**src/lzwd_pkg.sv**
```systemverilog
// Shared types and constants for the LZ window decompressor.
`timescale 1ns / 1ps
`default_nettype none

package lzwd_pkg;

  localparam int HISTORY_DEPTH_DEF = 1024;
  localparam int OFFSET_W = 11;
  localparam int LEN_W = 6;
  localparam logic [9:0] OFFSET_MASK = 10'h3FF;
  localparam logic [4:0] LEN_MASK = 5'h1F;

  typedef enum logic [2:0] {
    PH_HDR0,
    PH_HDR1,
    PH_HDR2,
    PH_HDR3,
    PH_FLAG,
    PH_MATCH2,
    PH_LITERAL,
    PH_FULL
  } phase_t;

  typedef enum logic [1:0] {
    ERR_NONE,
    ERR_SURPLUS,
    ERR_OFFSET
  } err_t;

  typedef enum logic [1:0] {
    ST_OK,
    ST_LENGTH,
    ST_OFFSET
  } status_t;

  typedef enum logic [1:0] {
    S_IN,
    S_RD,
    S_WR,
    S_ST
  } ctrl_state_t;

  typedef struct packed {
    logic [7:0] out_byte;
    logic       is_status;
    logic [1:0] status_code;
    logic       run_last;
  } out_item_t;

endpackage

`default_nettype wire

```
**src/lzwd_in_if.sv**
```systemverilog
// Channel interface that carries compressed stream beats.
`timescale 1ns / 1ps
`default_nettype none

interface lzwd_in_if;
  logic       valid;
  logic       ready;
  logic [7:0] in_byte;
  logic       in_last;

  modport source (output valid, output in_byte, output in_last, input ready);
  modport sink (input valid, input in_byte, input in_last, output ready);
endinterface

`default_nettype wire

```
**src/lzwd_ctrl.sv**
```systemverilog
// Token decoder and copy sequencer that drives the history RAM.
`timescale 1ns / 1ps
`default_nettype none

module lzwd_ctrl #(
  parameter int HISTORY_DEPTH = lzwd_pkg::HISTORY_DEPTH_DEF
) (
  input  logic                             clk,
  input  logic                             rst,
  lzwd_in_if.sink                          in_ch,
  output logic                             push,
  output lzwd_pkg::out_item_t              item,
  input  logic                             push_ready,
  output logic                             ram_we,
  output logic [$clog2(HISTORY_DEPTH)-1:0] ram_waddr,
  output logic [7:0]                       ram_wdata,
  output logic                             ram_re,
  output logic [$clog2(HISTORY_DEPTH)-1:0] ram_raddr,
  input  logic [7:0]                       ram_rdata
);
  import lzwd_pkg::*;

  localparam int AW = $clog2(HISTORY_DEPTH);

  ctrl_state_t         state, state_next;
  phase_t              phase, phase_next;
  err_t                err, err_next;
  logic [31:0]         expected_length, expected_length_next;
  logic [31:0]         produced_count, produced_count_next;
  logic [7:0]          lit_rem, lit_rem_next;
  logic [7:0]          pending_flag, pending_flag_next;
  logic [AW-1:0]       wp, wp_next;
  logic [OFFSET_W-1:0] offset, offset_next;
  logic [LEN_W-1:0]    match_rem, match_rem_next;
  logic                last_flag, last_flag_next;

  logic                accept;
  logic [31:0]         produced_inc;
  logic                reach_full;
  logic                hist_ok;
  logic [AW:0]         rd_diff;
  logic [31:0]         hdr_len;
  logic [15:0]         match_word;
  logic [OFFSET_W-1:0] new_offset;
  logic                match_end;
  logic [7:0]          copy_byte;

  assign accept       = in_ch.valid && in_ch.ready;
  assign produced_inc = produced_count + 32'd1;
  assign reach_full   = produced_inc == expected_length;
  assign hist_ok      = produced_count >= 32'(offset);
  assign rd_diff      = {1'b0, wp} - (AW+1)'(offset);
  assign ram_raddr    = rd_diff[AW-1:0];
  assign hdr_len      = expected_length | (32'(in_ch.in_byte) << {phase[1:0], 3'b000});
  assign match_word   = {pending_flag, in_ch.in_byte};
  assign new_offset   = {1'b0, match_word[14:5] & OFFSET_MASK} + 11'd1;
  assign match_end    = (match_rem == 6'd1) || reach_full;
  assign copy_byte    = hist_ok ? ram_rdata : 8'd0;

  always_ff @(posedge clk) begin
    if (rst) begin
      state           <= S_IN;
      phase           <= PH_HDR0;
      err             <= ERR_NONE;
      expected_length <= '0;
      produced_count  <= '0;
      lit_rem         <= '0;
      pending_flag    <= '0;
      wp              <= '0;
      offset          <= '0;
      match_rem       <= '0;
      last_flag       <= 1'b0;
    end else begin
      state           <= state_next;
      phase           <= phase_next;
      err             <= err_next;
      expected_length <= expected_length_next;
      produced_count  <= produced_count_next;
      lit_rem         <= lit_rem_next;
      pending_flag    <= pending_flag_next;
      wp              <= wp_next;
      offset          <= offset_next;
      match_rem       <= match_rem_next;
      last_flag       <= last_flag_next;
    end
  end

  always_comb begin
    state_next           = state;
    phase_next           = phase;
    err_next             = err;
    expected_length_next = expected_length;
    produced_count_next  = produced_count;
    lit_rem_next         = lit_rem;
    pending_flag_next    = pending_flag;
    wp_next              = wp;
    offset_next          = offset;
    match_rem_next       = match_rem;
    last_flag_next       = last_flag;
    in_ch.ready          = 1'b0;
    push                 = 1'b0;
    item                 = '0;
    ram_we               = 1'b0;
    ram_re               = 1'b0;
    ram_waddr            = wp;
    ram_wdata            = in_ch.in_byte;

    case (state)
      S_IN: begin
        in_ch.ready = push_ready;
        if (accept) begin
          last_flag_next = in_ch.in_last;
          case (phase)
            PH_HDR0, PH_HDR1, PH_HDR2: begin
              expected_length_next = hdr_len;
              phase_next           = phase_t'(phase + 3'd1);
            end
            PH_HDR3: begin
              expected_length_next = hdr_len;
              phase_next           = (hdr_len == 32'd0) ? PH_FULL : PH_FLAG;
            end
            PH_FLAG: begin
              if (in_ch.in_byte[7]) begin
                pending_flag_next = in_ch.in_byte;
                phase_next        = PH_MATCH2;
              end else begin
                lit_rem_next = in_ch.in_byte + 8'd1;
                phase_next   = PH_LITERAL;
              end
            end
            PH_MATCH2: begin
              offset_next       = new_offset;
              match_rem_next    = {1'b0, match_word[4:0] & LEN_MASK} + 6'd1;
              pending_flag_next = '0;
              if (32'(new_offset) > produced_count) begin
                err_next = ERR_OFFSET;
              end
              state_next = S_RD;
            end
            PH_LITERAL: begin
              push                = 1'b1;
              item.out_byte       = in_ch.in_byte;
              item.run_last       = !in_ch.in_last;
              ram_we              = 1'b1;
              wp_next             = wp + AW'(1);
              produced_count_next = produced_inc;
              lit_rem_next        = lit_rem - 8'd1;
              if (reach_full) begin
                phase_next   = PH_FULL;
                lit_rem_next = '0;
              end else if (lit_rem == 8'd1) begin
                phase_next = PH_FLAG;
              end
            end
            default: begin
              if (err == ERR_NONE) begin
                err_next = ERR_SURPLUS;
              end
            end
          endcase
          if (in_ch.in_last && phase != PH_MATCH2) begin
            state_next = S_ST;
          end
        end
      end
      S_RD: begin
        ram_re     = 1'b1;
        state_next = S_WR;
      end
      S_WR: begin
        if (push_ready) begin
          push                = 1'b1;
          item.out_byte       = copy_byte;
          item.run_last       = match_end && !last_flag;
          ram_we              = 1'b1;
          ram_wdata           = copy_byte;
          wp_next             = wp + AW'(1);
          produced_count_next = produced_inc;
          match_rem_next      = match_rem - 6'd1;
          if (match_end) begin
            phase_next = reach_full ? PH_FULL : PH_FLAG;
            state_next = last_flag ? S_ST : S_IN;
          end else begin
            state_next = S_RD;
          end
        end
      end
      S_ST: begin
        if (push_ready) begin
          push           = 1'b1;
          item.is_status = 1'b1;
          item.run_last  = 1'b1;
          if (err == ERR_OFFSET) begin
            item.status_code = ST_OFFSET;
          end else if (phase inside {PH_FLAG, PH_MATCH2, PH_LITERAL, PH_FULL} &&
                       err == ERR_NONE && produced_count == expected_length) begin
            item.status_code = ST_OK;
          end else begin
            item.status_code = ST_LENGTH;
          end
          phase_next           = PH_HDR0;
          err_next             = ERR_NONE;
          expected_length_next = '0;
          produced_count_next  = '0;
          lit_rem_next         = '0;
          pending_flag_next    = '0;
          wp_next              = '0;
          state_next           = S_IN;
        end
      end
      default: begin
        state_next = S_IN;
      end
    endcase
  end

`ifndef SYNTH
  a_we_emits: assert property (@(posedge clk) disable iff (rst)
    ram_we |-> push && !item.is_status)
    else $error("History write without a matching data beat.");

  a_status_clears: assert property (@(posedge clk) disable iff (rst)
    (push && push_ready && item.is_status) |=> phase == PH_HDR0 && produced_count == 32'd0)
    else $error("Stream state not cleared after the status beat.");

  a_read_before_write: assert property (@(posedge clk) disable iff (rst)
    state == S_WR |-> $past(state) == S_RD || $past(state) == S_WR)
    else $error("Copy write without a preceding history read.");

  a_literal_count: assert property (@(posedge clk) disable iff (rst)
    phase == PH_LITERAL |-> lit_rem != 8'd0)
    else $error("Literal run active with no bytes left.");

  a_no_overrun: assert property (@(posedge clk) disable iff (rst)
    phase[2] |-> produced_count <= expected_length)
    else $error("Output count passed the expected length.");
`endif

endmodule

`default_nettype wire

```
**src/flat_wrapper.sv**
```systemverilog
// flat-port wrapper written by rule: the top's interface ports become plain ports
module lzwd_ctrl_flat import lzwd_pkg::*;
#(
  parameter int HISTORY_DEPTH = lzwd_pkg::HISTORY_DEPTH_DEF
)
  (clk, rst, push, item, push_ready, ram_we, ram_waddr, ram_wdata, ram_re, ram_raddr, ram_rdata, in_ch_valid, in_ch_in_byte, in_ch_in_last, in_ch_ready);
  lzwd_in_if in_ch_i ();
  input  logic clk;
  input  logic rst;
  output logic push;
  output lzwd_pkg::out_item_t item;
  input  logic push_ready;
  output logic ram_we;
  output logic [$clog2(HISTORY_DEPTH)-1:0] ram_waddr;
  output logic [7:0] ram_wdata;
  output logic ram_re;
  output logic [$clog2(HISTORY_DEPTH)-1:0] ram_raddr;
  input  logic [7:0] ram_rdata;
  input wire logic [$bits(in_ch_i.valid)-1:0] in_ch_valid;
  input wire logic [$bits(in_ch_i.in_byte)-1:0] in_ch_in_byte;
  input wire logic [$bits(in_ch_i.in_last)-1:0] in_ch_in_last;
  output wire logic [$bits(in_ch_i.ready)-1:0] in_ch_ready;
  assign in_ch_i.valid = in_ch_valid;
  assign in_ch_i.in_byte = in_ch_in_byte;
  assign in_ch_i.in_last = in_ch_in_last;
  assign in_ch_ready = in_ch_i.ready;
  lzwd_ctrl #(.HISTORY_DEPTH(HISTORY_DEPTH)) u_core (.clk(clk), .rst(rst), .in_ch(in_ch_i), .push(push), .item(item), .push_ready(push_ready), .ram_we(ram_we), .ram_waddr(ram_waddr), .ram_wdata(ram_wdata), .ram_re(ram_re), .ram_raddr(ram_raddr), .ram_rdata(ram_rdata));
endmodule
```
**config.mk**
```make
export PLATFORM = sky130hd
export DESIGN_NAME = lzwd_ctrl_flat
export DESIGN_NICKNAME = d
export VERILOG_FILES = /design/src/lzwd_pkg.sv /design/src/lzwd_in_if.sv /design/src/lzwd_ctrl.sv /design/src/flat_wrapper.sv
export SDC_FILE = /design/constraint.sdc
export NUM_CORES = 1
export LEC_CHECK = 0
export BUFFER_PORTS_ARGS = -buffer_cell sky130_fd_sc_hd__buf_2
export CORE_UTILIZATION = 45
export CTS_BUF_LIST = sky130_fd_sc_hd__clkbuf_16
export DETAILED_ROUTE_END_ITERATION = 10
export SETUP_SLACK_MARGIN = 0.1
export SLEW_MARGIN = 15
export SYNTH_ARGS = -nofsm -noshare
export SYNTH_HDL_FRONTEND = slang
export SYNTH_SLANG_ARGS = --single-unit
```
**constraint.sdc**
```tcl
create_clock -name clk -period 4.2 [get_ports clk]
set_clock_uncertainty 0.1 [all_clocks]
set_input_delay 0.42 -clock clk [delete_from_list [all_inputs] [get_ports clk]]
set_output_delay 0.42 -clock clk [all_outputs]
set_load 0.005 [all_outputs]
```
==> metrics.txt <==
flops & latches, synth=114; Setup crit start kind=flip-flop; worst min-delay path class=in2reg; Die ar.=19,400 um2; IO Pins=65; P_leak=4.15 nW; Worst Path Max Fanout=5; outcome=finished clean; Post-route DRC=0; worst reg2reg endpoint=u_core.produced_count[9]$_SDFFE_PP0P_; WS Path Type=reg2out; Crit path depth=11; Via density=6.00; crit end category=output pin; Sw Pwr=0.00163 W; Clock Path Buffers=2; hpwl dp=21.4 mm; post-synth cell types=84; switch share=0.372; Seq/Total Area, Yosys=0.269; Pwr Total=0.00439 W; Slew @ Worst Pin=0.859 ns; Cell Area, Synth=8480 um2; Clock Latency Late Sink=0.42 ns; CTS tree=done; Initial Utilization=0.466; Post-Synthesis Cells=1,153; root buffer cell=clkbuf_16; worst-path cell chain=buf_4 -> xor2_1 -> mux2i_1 -> a2bb2oi_1 -> nor4_1 -> nand2_1 -> or4_4 -> or3_4 -> a211o_1 -> a21oi_2 -> buf_2; Gate power share=0.357; # diodes=0; initial drt markers=777; Achievable Freq=0.243 GHz; largest stage delay on the critical path=0.56 ns; vias in the first global route=8,318; Ys Warns=0; layout cells sized above 1=0.188; post-synthesis average cell area=7.36 um2; Relative slew margins=0.423; CTS clk-pin slew, worst paths=0.06 ns; gr ovfl total=0; Max Cap Violations=0; # fillers=1,753; Post-DRT Antenna Nets=0; first-pass GRT wire length=46.2 mm; Core Area=18,200 um2; Area Overhead vs Synth=20.0%; syn_nets=1,224; Final setup viols=0; Final GP Congestion=0.981; GRT busiest layer=met2; 1st-pass router iterations=6; IO Port Bufs=64; initial antenna violation count=0; Die W=139 um; M3 GR Usage=0.0571; Worst R2R Setup Slack=0.24 ns; CP delay by family, top=simple AND/OR/NAND/NOR gates; Post-synth EDFFs=0; Critical path buffers and inverters=2; WL per Instance=19.9 um; reg2reg path depth=23; H-tree levels=4; Worst Setup EP=item[0]; RSZ-0062 raised after global routing=true; FF-to-FF Start=u_core.produced_count[4]$_SDFFE_PP0P_; share of flip-flops with an asynchronous set or reset=0; Die Span Y=139 um; Sink Count=114; Final Core Density=0.559; pwr/cell area=431 nW/um2; Final Hold Fails=0; pin count of the biggest net entering global routing=47; number of buffers created by CTS=17; Final period util=0.980; vias=8,912; Final min period=4.12 ns; Worst EP required=3.68 ns; crit path from=u_core.produced_count[4]$_SDFFE_PP0P_; final-stage net count=1,315; met2 global-route usage=0.494; clock network fraction of design power=0.344; P_int=0.00275 W; Seq pwr share=0.298; slowest CP cell=or4_4; final count of pins violating max slew=0; Total GRT Usage=0.307; Hold Crit Depth=3; # rows=49; crit path DAT=3.60 ns; worst vdd ir=323 uV; Synth Flop Type=dfxtp_1; final wirelength=29.6 mm; met1 Usage GRT=0.410
[worst register-to-register path, stage by stage, from the launching register on]
cell and delay [ns]:
dfxtp_1 0.42, and3_2 0.28, nand4_1 0.19, buf_4 0.20, buf_4 0.12, buf_4 0.12, buf_4 0.12, buf_4 0.13
buf_4 0.12, buf_4 0.12, buf_4 0.12, buf_4 0.12, buf_4 0.13, buf_4 0.13, buf_4 0.12, buf_4 0.12
buf_4 0.12, buf_4 0.12, buf_4 0.12, buf_4 0.12, buf_4 0.12, buf_4 0.13, or3_1 0.36, a21oi_1 0.12
[sequential cells by signal, indices dropped and copies added, names as in the netlist]
register	flops
u_core.offset	11
u_core.phase	3
u_core.state	2
u_core.last_flag	1
u_core.expected_length	32
u_core.match_rem	6
u_core.lit_rem	8
u_core.pending_flag	7
u_core.ram_waddr	10
u_core.produced_count	32
u_core.err	2
[how the worst min path moves through the flow]
stage                                        start                                  end  slack [ns]
3_3_place_gp   u_core.pending_flag[6]$_SDFFE_PP0P_  u_core.pending_flag[6]$_SDFFE_PP0P_        0.36
2_1_floorplan     u_core.match_rem[1]$_SDFFE_PP0P_     u_core.match_rem[1]$_SDFFE_PP0P_        0.35
6_report                             in_ch_in_last        u_core.last_flag$_SDFFE_PP0P_        0.22
3_5_place_dp         u_core.offset[5]$_SDFFE_PP0P_        u_core.offset[5]$_SDFFE_PP0P_        0.37
5_1_grt                              in_ch_in_last        u_core.last_flag$_SDFFE_PP0P_        0.24
4_1_cts                              in_ch_in_last        u_core.last_flag$_SDFFE_PP0P_        0.19
[layout by cell type (no fill, tap or decap), types with 4 or more instances in the layout]
cell       count
a2111oi_0      4
a211oi_1      10
a21o_1        12
a21oi_1      107
a31oi_1        7
and2_1        10
and3_1         8
and4_1         4
buf_2         64
buf_4         85
buf_6          4
clkbuf_16     17
clkinv_4       5
dfxtp_1      102
dfxtp_2       10
ha_1          48
inv_1         47
mux2i_1        8
nand2_1      103
nand2b_1      11
nand3_1       40
nand4_1       23
nand4b_1       5
nor2_1       144
nor2b_1        8
nor3_1        28
nor3b_1        4
nor4_1        32
nor4b_1        7
o211ai_1       7
o21a_1         6
o21ai_0       65
o22ai_1        6
o31a_1         4
o31ai_1        5
or3_1         18
or4_1          6
xnor2_1       37
xor2_1        52
[cells by family (layout without fill, tap and decap cells)]
logic type	after synthesis	count (layout)	share of synthesized area
AND/OR/NAND/NOR	487	487	0.293
AO/OA/AOI/OAI	272	272	0.195
buffers and inverters	129	233	0.0618
adder cells (fa/ha/maj)	50	50	0.0746
XOR/XNOR	90	90	0.0929
flip-flops	114	114	0.269
multiplexers	11	11	0.0134
[cell usage after synthesis, types with 7 or more instances]
cell type,n,area [um2]
inv_1,47,176
nor3_1,29,145
nand2b_1,11,68.8
buf_2,13,65.1
nor4_1,35,219
and3_1,10,62.6
clkbuf_1,60,225
nor2b_1,8,50.1
mux2i_1,8,80.1
dfxtp_1,114,2280
o211ai_1,7,52.6
a21o_1,12,90.1
nand2_1,104,390
nand4_1,23,144
xnor2_1,38,333
nor4b_1,7,61.3
o21ai_0,65,325
a31oi_1,7,43.8
nand3_1,42,210
a211oi_1,10,75.1
and2_1,12,75.1
ha_1,49,613
nor2_1,145,544
or3_1,18,113
xor2_1,52,455
a21oi_1,108,541
or4_1,8,60.1
[metal layers]
layer  vias up  wire (um)
li1       4292          -
met1      4129      13100
met2       431      13400
met3        60       2320
met4         0        770
met5         -          0
[timing repair]
item                                   in CTS  in global routing
setup buffers                              33                 11
setup endpoints to repair                   1                 16
endpoints found under the hold margin       0                  0
resized for setup                          23                 23
hold buffers                                0                  0
pin swaps                                  14                 11
[final cells by class]
cell class | count | area (um2) | area share
clock buffers | 17 | 425 | 0.0418
flip-flops and latches | 114 | 2300 | 0.226
multi-input cells | 910 | 5800 | 0.570
inverters | 48 | 180 | 0.0177
repair buffers | 153 | 1000 | 0.0986
clock inverters | 15 | 183 | 0.0180
well taps | 229 | 287 | 0.0282
[power groups by stage]
stage,Sequential (W),Combinational (W),Clock [W]
finish,0.00131,0.00157,0.00151
CTS,0.00130,0.00152,0.00153
global placement,0.00132,0.00147,0
global route,0.00132,0.00173,0.00158
floorplan,0.00128,0.00110,0
detailed placement,0.00132,0.00147,0
[per-stage QoR]
| stage | cell area, um2 | worst slack, ns | hold slack (ns) | instances | setup TNS [ns] |
|---|---|---|---|---|---|
| 3_3_place_gp | 9110 | 0.219 | 0.356 | 1412 | 0 |
| 4_1_cts | 10000 | 0.106 | 0.191 | 1477 | 0 |
| 2_1_floorplan | 8480 | 0.455 | 0.345 | 1153 | 0 |
| 5_1_grt | 10200 | -0.00459 | 0.238 | 1486 | -0.00459 |
| 6_report | 10200 | 0.0831 | 0.220 | 1486 | 0 |
| 3_5_place_dp | 9110 | 0.164 | 0.367 | 1412 | 0 |
Note: power is estimated with default switching activity, not from simulation.
