## config.mk

```make
export PLATFORM = sky130hd
export DESIGN_NAME = lzwd_obuf_flat
export DESIGN_NICKNAME = d
export VERILOG_FILES = /design/src/lzwd_pkg.sv /design/src/lzwd_out_if.sv /design/src/lzwd_obuf.sv /design/src/flat_wrapper.sv
export SDC_FILE = /design/constraint.sdc
export NUM_CORES = 1
export LEC_CHECK = 0
export BUFFER_PORTS_ARGS = -buffer_cell sky130_fd_sc_hd__buf_4
export CAP_MARGIN = 20
export CORE_AREA = 2 2 39 41
export CTS_BUF_LIST = sky130_fd_sc_hd__clkbuf_16
export CTS_CLUSTER_DIAMETER = 100
export DETAILED_ROUTE_END_ITERATION = 8
export DIE_AREA = 0 0 41 43
export PLACE_DENSITY = 0.62
export SKIP_LAST_GASP = 1
export SYNTH_ARGS = -nofsm -noshare
export SYNTH_HDL_FRONTEND = slang
export SYNTH_SLANG_ARGS = --single-unit
```

## constraint.sdc

```tcl
create_clock -name clk -period 2.6 [get_ports clk]
set_input_delay 0.78 -clock clk [delete_from_list [all_inputs] [get_ports clk]]
set_output_delay 0.78 -clock clk [all_outputs]
set_load 0.01 [all_outputs]
```

## src/lzwd_pkg.sv

```systemverilog
// Shared types and constants for the LZ window decompressor.
`timescale 1ns / 1ps
`default_nettype none

package lzwd_pkg;

  localparam int HISTORY_DEPTH_DEF = 1024;
  localparam int OFFSET_W = 11;
  localparam int LEN_W = 6;
  localparam logic [9:0] OFFSET_MASK = 10'h3FF;
  localparam logic [4:0] LEN_MASK = 5'h1F;

  typedef enum logic [2:0] {
    PH_HDR0,
    PH_HDR1,
    PH_HDR2,
    PH_HDR3,
    PH_FLAG,
    PH_MATCH2,
    PH_LITERAL,
    PH_FULL
  } phase_t;

  typedef enum logic [1:0] {
    ERR_NONE,
    ERR_SURPLUS,
    ERR_OFFSET
  } err_t;

  typedef enum logic [1:0] {
    ST_OK,
    ST_LENGTH,
    ST_OFFSET
  } status_t;

  typedef enum logic [1:0] {
    S_IN,
    S_RD,
    S_WR,
    S_ST
  } ctrl_state_t;

  typedef struct packed {
    logic [7:0] out_byte;
    logic       is_status;
    logic [1:0] status_code;
    logic       run_last;
  } out_item_t;

endpackage

`default_nettype wire

```

## src/lzwd_out_if.sv

```systemverilog
// Channel interface that carries decompressed data and status beats.
`timescale 1ns / 1ps
`default_nettype none

interface lzwd_out_if;
  logic       valid;
  logic       ready;
  logic [7:0] out_byte;
  logic       is_status;
  logic [1:0] status_code;
  logic       run_last;

  modport source (output valid, output out_byte, output is_status, output status_code,
                  output run_last, input ready);
  modport sink (input valid, input out_byte, input is_status, input status_code,
                input run_last, output ready);
endinterface

`default_nettype wire

```

## src/lzwd_obuf.sv

```systemverilog
// Output register that holds one result beat until the sink takes it.
`timescale 1ns / 1ps
`default_nettype none

module lzwd_obuf (
  input  logic                clk,
  input  logic                rst,
  input  logic                push,
  input  lzwd_pkg::out_item_t item,
  output logic                push_ready,
  lzwd_out_if.source          out_ch
);
  import lzwd_pkg::*;

  logic      valid;
  out_item_t data;

  assign push_ready = !valid || out_ch.ready;

  always_ff @(posedge clk) begin
    if (rst) begin
      valid <= 1'b0;
    end else if (push_ready) begin
      valid <= push;
    end
  end

  always_ff @(posedge clk) begin
    if (push && push_ready) begin
      data <= item;
    end
  end

  assign out_ch.valid       = valid;
  assign out_ch.out_byte    = data.out_byte;
  assign out_ch.is_status   = data.is_status;
  assign out_ch.status_code = data.status_code;
  assign out_ch.run_last    = data.run_last;

endmodule

`default_nettype wire

```

## src/flat_wrapper.sv

```systemverilog
// flat-port wrapper written by rule: the top's interface ports become plain ports
module lzwd_obuf_flat import lzwd_pkg::*;
  (clk, rst, push, item, push_ready, out_ch_valid, out_ch_out_byte, out_ch_is_status, out_ch_status_code, out_ch_run_last, out_ch_ready);
  lzwd_out_if out_ch_i ();
  input  logic clk;
  input  logic rst;
  input  logic push;
  input  lzwd_pkg::out_item_t item;
  output logic push_ready;
  output wire logic [$bits(out_ch_i.valid)-1:0] out_ch_valid;
  output wire logic [$bits(out_ch_i.out_byte)-1:0] out_ch_out_byte;
  output wire logic [$bits(out_ch_i.is_status)-1:0] out_ch_is_status;
  output wire logic [$bits(out_ch_i.status_code)-1:0] out_ch_status_code;
  output wire logic [$bits(out_ch_i.run_last)-1:0] out_ch_run_last;
  input wire logic [$bits(out_ch_i.ready)-1:0] out_ch_ready;
  assign out_ch_valid = out_ch_i.valid;
  assign out_ch_out_byte = out_ch_i.out_byte;
  assign out_ch_is_status = out_ch_i.is_status;
  assign out_ch_status_code = out_ch_i.status_code;
  assign out_ch_run_last = out_ch_i.run_last;
  assign out_ch_i.ready = out_ch_ready;
  lzwd_obuf u_core (.clk(clk), .rst(rst), .push(push), .item(item), .push_ready(push_ready), .out_ch(out_ch_i));
endmodule
```

==> impl_metrics.tcl, run 1 <==
set metrics [dict create \
    outcome "completed" \
    hold_viol_final 0 \
    grt_start_max_net_pins 13 \
    fmax_ghz 0.514 \
    ff2ff_path_depth 2 \
    p_leak_nw 0.325 \
    ys_warn_count 0 \
    route.detailed.drc 0 \
    ant_nets 0 \
    cts_buffer_depth 2 \
    fp.dieH_um 43 \
    clk_pin_slew_ns 0.04 \
    area_delta_synth_final_pct 76.2 \
    rows 14 \
    final.min_clock_period_ns 1.94 \
    diodes 0 \
    powerDensity_nw_per_um2 789 \
    ys_seq_elements 13 \
    gp_congestion 0.575 \
    fin_crit_sh_pct 74.8 \
    cts_setup_buffers 0 \
    slew_viol_final 0 \
    ctsHoldBuffers 0 \
    yosysSeqAreaShare_pct 91.6 \
    maxSlewHeadroom_pct 89.4 \
    critPathCaptureType "output port" \
    vdd_drop_max_mv 0.514 \
    vias_per_cell 4.33 \
    num-nets-final 67 \
    syn-num-nets 33 \
    core_um2 1380 \
    crit_required_ns 1.82 \
    post-route-cell-area_um2 732 \
    drtIter0Drc 2 \
    layout-drive-gt1-share_pct 70.0 \
    place_inst 62 \
    grt_overflow 0 \
    h-tree-depth 1 \
    cts_resized 0 \
    finalSetupViolations 0 \
    start_util_pct 30.0 \
    max-cap-violations 0 \
    worstSetupPathType "primary input to output port" \
    fin_setup_tns_ns 0 \
    io_pins 30 \
    stdcell_count 66 \
    grt.total_usage_pct 9.86 \
    grt_pass1_vias 276 \
    synth_cell_type_count 6 \
    netlist_area_um2 415 \
    cts_tree "yes" \
    syn_avg_cell_area_um2 24.4 \
    cts.sinks 13 \
    dr.pass1.iters 3 \
    grt_first_pass_wirelength_um 1080 \
    syn_inst 17 \
    vias 286 \
    hold_slack_ns 0.499 \
    start_kind "primary input" \
    crit_fanout 3 \
    wl_per_cell_um 11.0 \
    numCtsBuffers 3 \
    tightest_slew_ns 0.160 \
    placed_cell_area_um2 653 \
    clockRootBuffer "clkbuf_16" \
    skew_ns 0.000518 \
    dieArea_um2 1760 \
    wirelength_um 729 \
    hold_class "flip-flop to flip-flop" \
    clock_latency_ns 0.24 \
    rsz0062_at_grt "false" \
    whs_path_depth 2 \
    worstPathArrival_ns 1.16 \
    antenna_found_initial 0 \
    io_buffer_count 29 \
    chipWidth_um 41 \
]
-- worst paths after layout --
check                                                 startpoint                               end  slack, ns
worst max-delay path                                out_ch_ready                        push_ready       0.66
worst min-delay path            u_core.out_ch.valid$_SDFFE_PP0P_  u_core.out_ch.valid$_SDFFE_PP0P_       0.50
worst max register to register  u_core.out_ch.valid$_SDFFE_PP0P_  u_core.out_ch.run_last$_DFFE_PP_       1.65
worst min register to register  u_core.out_ch.valid$_SDFFE_PP0P_  u_core.out_ch.valid$_SDFFE_PP0P_       0.50
-- layout make-up --
cell class | count | area, um^2
multi-input combinational | 3 | 31.3
timing repair buffer | 29 | 218
inverter | 1 | 3.75
clock buffer | 3 | 75.1
clock inverter | 1 | 3.75
tap | 16 | 20.0
sequential | 13 | 380
fill | 118 | 652
-- report_power, final --
group	internal [mW]	switching, mW	total, mW	leakage [nW]
clock network	0.202	0.0778	0.280	0.0423
registers	0.244	0.00367	0.247	0.124
logic	0.0314	0.0190	0.0504	0.158
-- Yosys cell counts (all sizes together) --
library cell	n	share of area, %
dfxtp	1	4.8
and2	1	2.1
inv	1	0.90
edfxtp	12	87
nand2b	1	3.3
a21oi	1	2.1
-- through the flow --
step	power [mW]	util (%)	setup WS, ns
after floorplan	0.266	-	0.899
after global placement	0.301	47.2	0.659
after detailed placement	0.302	47.2	0.657
after CTS	0.584	52.9	0.656
after global routing	0.600	52.9	0.647
final	0.578	52.9	0.656
-- worst max-delay path, cell delays in order --
cell      delay (ns)
buf_4           0.10
nand2b_4        0.14
buf_4           0.14
-- flip-flops by register name, summed over array words and instances (netlist names) --
signal                     cells
u_core.out_ch.out_byte         8
u_core.out_ch.status_code      2
u_core.out_ch.valid            1
u_core.out_ch.is_status        1
u_core.out_ch.run_last         1
-- cell usage in the layout, fill, tap and decap left out --
cell type and count:
buf_4 29, edfxtp_1 12, a21oi_2 1, nand2b_4 1
clkbuf_16 3, inv_1 2, dfxtp_1 1, and2_4 1
-- logic make-up (layout without fill, tap and decap cells) --
kind of cell | after synthesis | count (layout) | synth area share [%]
buf+inv | 1 | 34 | 0.903
compound gates | 1 | 1 | 2.11
simple gates | 2 | 2 | 5.42
flops | 13 | 13 | 91.6
-- per-layer routing --
metal | wire [um] | up-vias | share of wire (%) | global-route usage (%)
li1 | - | 129 | - | -
met1 | 281 | 126 | 39 | 11.4
met2 | 294 | 28 | 40 | 12.5
met3 | 136 | 3 | 19 | 7.33
met4 | 17 | 0 | 2.3 | 6.00
met5 | 0 | - | 0 | 0
Note: power is estimated with default switching activity, not from simulation.
==> inputs of run 2 (changes only) <==
==> constraint.sdc (replaced) <==
create_clock -name clk -period 1.91 [get_ports clk]
set_input_delay 0.573 -clock clk [delete_from_list [all_inputs] [get_ports clk]]
set_output_delay 0.573 -clock clk [all_outputs]
set_load 0.01 [all_outputs]
==> run 2 against run 1 <==
  * Sequential power up 36%
  * Global-route usage up 0.34 points
  * Wire length up 5.2%
  * Sequential share of layout area unchanged
  * Setup slack worse by 0.28 ns
  * Register-to-register slack worse by 0.69 ns
  * First-iteration DRC count down 100%
  * Sequential cell count unchanged
  * Cell count unchanged
  * Via count down 3.5%
  * Clock skew about the same
  * Non-clock buffer count unchanged
  * Critical path type unchanged
  * Largest cell class unchanged
  * Highest routed layer unchanged
==> impl_metrics.tcl, run 2 (synthesis results as in run 1) <==
set metrics [dict create \
    outcome "completed" \
    clockRootBuffer "clkbuf_16" \
    core_um2 1380 \
    wirelength_um 767 \
    maxSlewHeadroom_pct 89.3 \
    wl_per_cell_um 11.6 \
    route.met2.wl_um 335 \
    start_util_pct 30.0 \
    fp.dieH_um 43 \
    largest_register_ffs 8 \
    dieArea_um2 1760 \
    clk_pin_slew_ns 0.04 \
    drtIter0Drc 0 \
    tightest_slew_ns 0.161 \
    vdd_drop_max_mv 0.937 \
    route.detailed.drc 0 \
    fmax_ghz 0.652 \
    area_delta_synth_final_pct 76.2 \
    fin_crit_sh_pct 80.2 \
    vias 276 \
    gp_congestion 0.560 \
    place_inst 62 \
    ff_latch_area_um2 380 \
    rsz0062_at_grt "false" \
    grt_first_pass_wirelength_um 1100 \
    cts_setup_buffers 0 \
    finalSetupViolations 0 \
    layout-drive-gt1-share_pct 70.0 \
    diodes 0 \
    wl_met1_um 253 \
    chipWidth_um 41 \
    route.top_layer_used "met4" \
    h-tree-depth 1 \
    grt_overflow 0 \
    grt_pass1_vias 285 \
    grt.total_usage_pct 10.2 \
    final.min_clock_period_ns 1.53 \
    cts_buffer_depth 2 \
    grt_start_max_net_pins 13 \
    io_pins 30 \
    num-nets-final 67 \
    worstSetupPathType "primary input to output port" \
    route.met3.wl_um 159 \
    skew_ns 0.000888 \
    hold_viol_final 0 \
    rows 14 \
    slew_viol_final 0 \
    cts_resized 0 \
    stdcell_count 66 \
    numCtsBuffers 3 \
    cts.sinks 13 \
    multi_input_area_um2 31.3 \
    dr.pass1.iters 1 \
    max-cap-violations 0 \
    final_common_cell "buf_4" \
    ant_nets 0 \
    clock_latency_ns 0.24 \
    final_cell_mix "29 x buf_4, 12 x edfxtp_1, 3 x clkbuf_16" \
    critPathCaptureType "output port" \
    crit_fanout 3 \
    powerDensity_nw_per_um2 1080 \
    hold_class "primary input to flip-flop" \
    ctsHoldBuffers 0 \
    crit_required_ns 1.34 \
    fillerInstances 124 \
    vias_per_cell 4.18 \
    io_buffer_count 29 \
    start_kind "primary input" \
    cts_tree "yes" \
    fin_setup_tns_ns 0 \
    worstPathArrival_ns 0.96 \
    antenna_found_initial 0 \
    p_leak_nw 0.325 \
]
## run 2: cell counts in the layout (fill, tap and decap cells not counted)
Identical to the previous run, type by type.
## run 2: critical path, stage by stage
cell	delay (ns)
buf_4	0.11
nand2b_4	0.14
buf_4	0.14
## run 2: layout make-up
type / count / share of cell area (%)
clock buffers: 3 / 10.3
well taps: 16 / 2.74
clock inverters: 1 / 0.513
repair buffers: 29 / 29.7
inverters: 1 / 0.513
flip-flops and latches: 13 / 52.0
multi-input cells: 3 / 4.27
## run 2: metal layers
metal | GRT usage [%] | up-vias
met5 | 0 | -
met4 | 8.00 | 0
met3 | 6.28 | 2
met2 | 15.0 | 27
met1 | 9.44 | 118
li1 | - | 129
## run 2: final timing paths
kind                                    startpoint                                   to  slack, ns  cells past startpoint
setup / recovery                      out_ch_ready                           push_ready       0.38                      3
hold / removal                                 rst     u_core.out_ch.valid$_SDFFE_PP0P_       0.48                      2
setup reg to reg  u_core.out_ch.valid$_SDFFE_PP0P_  u_core.out_ch.out_byte[6]$_DFFE_PP_       0.96                      2
hold reg to reg   u_core.out_ch.valid$_SDFFE_PP0P_     u_core.out_ch.valid$_SDFFE_PP0P_       0.50                      2
## run 2: through the flow
stage / hold slack [ns] / setup WS, ns / util [%] / power [mW] / cell area (um^2)
floorplan: 0.540 / 0.623 / - / 0.362 / 415
global placement: 0.495 / 0.383 / 47.2 / 0.411 / 653
detailed placement: 0.495 / 0.379 / 47.2 / 0.412 / 653
CTS: 0.483 / 0.379 / 52.9 / 0.795 / 732
global route: 0.485 / 0.372 / 52.9 / 0.816 / 732
finish: 0.484 / 0.377 / 52.9 / 0.787 / 732
## run 2: power breakdown
part / internal (mW) / total, mW / switching, mW
registers: 0.332 / 0.337 / 0.00488
logic: 0.0428 / 0.0692 / 0.0264
clock network: 0.275 / 0.381 / 0.106
total: 0.650 / 0.787 / 0.137
==> inputs of run 3 (changes only) <==
--- a/config.mk
+++ b/config.mk
@@ -12,7 +12,7 @@
 export CTS_CLUSTER_DIAMETER = 100
 export DETAILED_ROUTE_END_ITERATION = 8
 export DIE_AREA = 0 0 41 43
-export PLACE_DENSITY = 0.62
+export PLACE_DENSITY = 0.65
 export SKIP_LAST_GASP = 1
 export SYNTH_ARGS = -nofsm -noshare
 export SYNTH_HDL_FRONTEND = slang
==> constraint.sdc (replaced) <==
create_clock -name clk -period 1.2 [get_ports clk]
set_input_delay 0.36 -clock clk [delete_from_list [all_inputs] [get_ports clk]]
set_output_delay 0.36 -clock clk [all_outputs]
set_load 0.01 [all_outputs]
==> run 3 against run 2 <==
  * Sequential cell count unchanged
  * Clock power up 59%
  * Total power up 59%
  * Highest routed layer unchanged
  * Register-to-register slack worse by 0.70 ns
  * Via count down 0.72%
  * Combinational power up 59%
  * Cell count unchanged
  * Sequential share of layout area up 0.082 points
==> impl_metrics.tcl, run 3 (synthesis results as in run 1) <==
set metrics [dict create \
    hold_viol_final 0 \
    ctsHoldBuffers 0 \
    antenna_found_initial 0 \
    r2r-start "u_core.out_ch.valid$_SDFFE_PP0P_" \
    maxSlewHeadroom_pct 89.4 \
    wl_per_cell_um 12.3 \
    largest_register_ffs 8 \
    worstSetupPathType "flip-flop to output port" \
    fin_setup_tns_ns 0 \
    dr.pass1.iters 1 \
    powerDensity_nw_per_um2 1710 \
    critPathCaptureType "output port" \
    numCtsBuffers 3 \
    grt_pass1_vias 271 \
    cts.sinks 13 \
    fin_crit_sh_pct 95.2 \
    final_common_cell "buf_4" \
    hold_slack_ns 0.264 \
    fillerInstances 128 \
    whs_endpoint "u_core.out_ch.valid$_SDFFE_PP0P_" \
    p_leak_nw 0.325 \
    clk_pin_slew_ns 0.04 \
    place_ws_ns 0.0911 \
    vias 274 \
    hold_class "primary input to flip-flop" \
    r2r_end "u_core.out_ch.out_byte[6]$_DFFE_PP_" \
    worstPathArrival_ns 0.78 \
    fp.dieH_um 43 \
    setup_ws_ns 0.0574 \
    core_um2 1380 \
    cts_setup_buffers 0 \
    multi_input_area_um2 31.3 \
    crit_required_ns 0.84 \
    layout-drive-gt1-share_pct 72.0 \
    whs_path_depth 2 \
    gp_congestion 0.605 \
    crit_fanout 3 \
    area_delta_synth_final_pct 76.5 \
    grt.total_usage_pct 10.1 \
    ant_nets 0 \
    outcome "completed" \
    grt_start_max_net_pins 13 \
    cts_buffer_depth 2 \
    cts_resized 0 \
    io_buffer_count 29 \
    vdd_drop_max_mv 0.871 \
    cts_tree "yes" \
    clock_latency_ns 0.24 \
    final_cell_mix "29 x buf_4, 12 x edfxtp_1, 3 x clkbuf_16" \
    io_pins 30 \
    grt_first_pass_wirelength_um 1060 \
    slew_viol_final 0 \
    final.min_clock_period_ns 1.14 \
    start_kind "flip-flop" \
    h-tree-depth 1 \
    wirelength_um 809 \
    rows 14 \
    stdcell_count 66 \
    grt_overflow 0 \
    ff_latch_area_um2 382 \
    drtIter0Drc 0 \
    tightest_slew_ns 0.158 \
    place_inst 62 \
    dieArea_um2 1760 \
    start_util_pct 30.0 \
    max-cap-violations 0 \
    rsz0062_at_grt "false" \
    vias_per_cell 4.15 \
    chipWidth_um 41 \
    finalSetupViolations 0 \
    rrSetupSlack_ns 0.26 \
    diodes 0 \
    worstHoldStart "rst" \
    route.detailed.drc 0 \
    num-nets-final 67 \
    fmax_ghz 0.875 \
    skew_ns 0.00136 \
    ff2ff_path_depth 2 \
    clockRootBuffer "clkbuf_16" \
]
run 3: cell count changes in the layout (fill, tap and decap cells not counted):
cell / delta
dfxtp_2: +1
dfxtp_1: -1
run 3: report_power, final:
part / switching [mW] / internal (mW)
Clock: 0.168 / 0.438
Combinational: 0.0419 / 0.0682
Sequential: 0.00864 / 0.529
run 3: area by class of cell:
class                           instances  share of cell area [%]
Inverter                                1                   0.512
Timing Repair Buffer                   29                    29.7
Clock inverter                          1                   0.512
Tap cell                               16                    2.73
Multi-Input combinational cell          3                    4.27
Sequential cell                        13                    52.0
Clock buffer                            3                    10.2
run 3: per-layer routing:
| layer | GRT usage (%) | wire, um |
|---|---|---|
| met3 | 4.19 | 189 |
| met2 | 14.1 | 304 |
| met5 | 0 | 0 |
| met4 | 12.0 | 33 |
| met1 | 9.44 | 282 |
run 3: through the flow:
| stage | instance area [um^2] | util [%] | power [mW] |
|---|---|---|---|
| 3_3_place_gp | 653 | 47.2 | 0.655 |
| 4_1_cts | 732 | 52.9 | 1.26 |
| 3_5_place_dp | 653 | 47.2 | 0.657 |
| 2_1_floorplan | 415 | - | 0.576 |
| 5_1_grt | 733 | 53.0 | 1.30 |
| 6_report | 733 | 53.0 | 1.25 |
run 3: worst max path at each step:
stage | startpoint | end
3_3_place_gp | out_ch_ready | push_ready
2_1_floorplan | out_ch_ready | u_core.out_ch.is_status$_DFFE_PP_
6_report | u_core.out_ch.valid$_SDFFE_PP0P_ | push_ready
4_1_cts | u_core.out_ch.valid$_SDFFE_PP0P_ | push_ready
5_1_grt | u_core.out_ch.valid$_SDFFE_PP0P_ | push_ready
3_5_place_dp | out_ch_ready | u_core.out_ch.out_byte[4]$_DFFE_PP_
run 3: worst max-delay path, stage by stage (launching register included):
cell	delay, ns
dfxtp_2	0.34
nand2b_4	0.06
buf_4	0.14
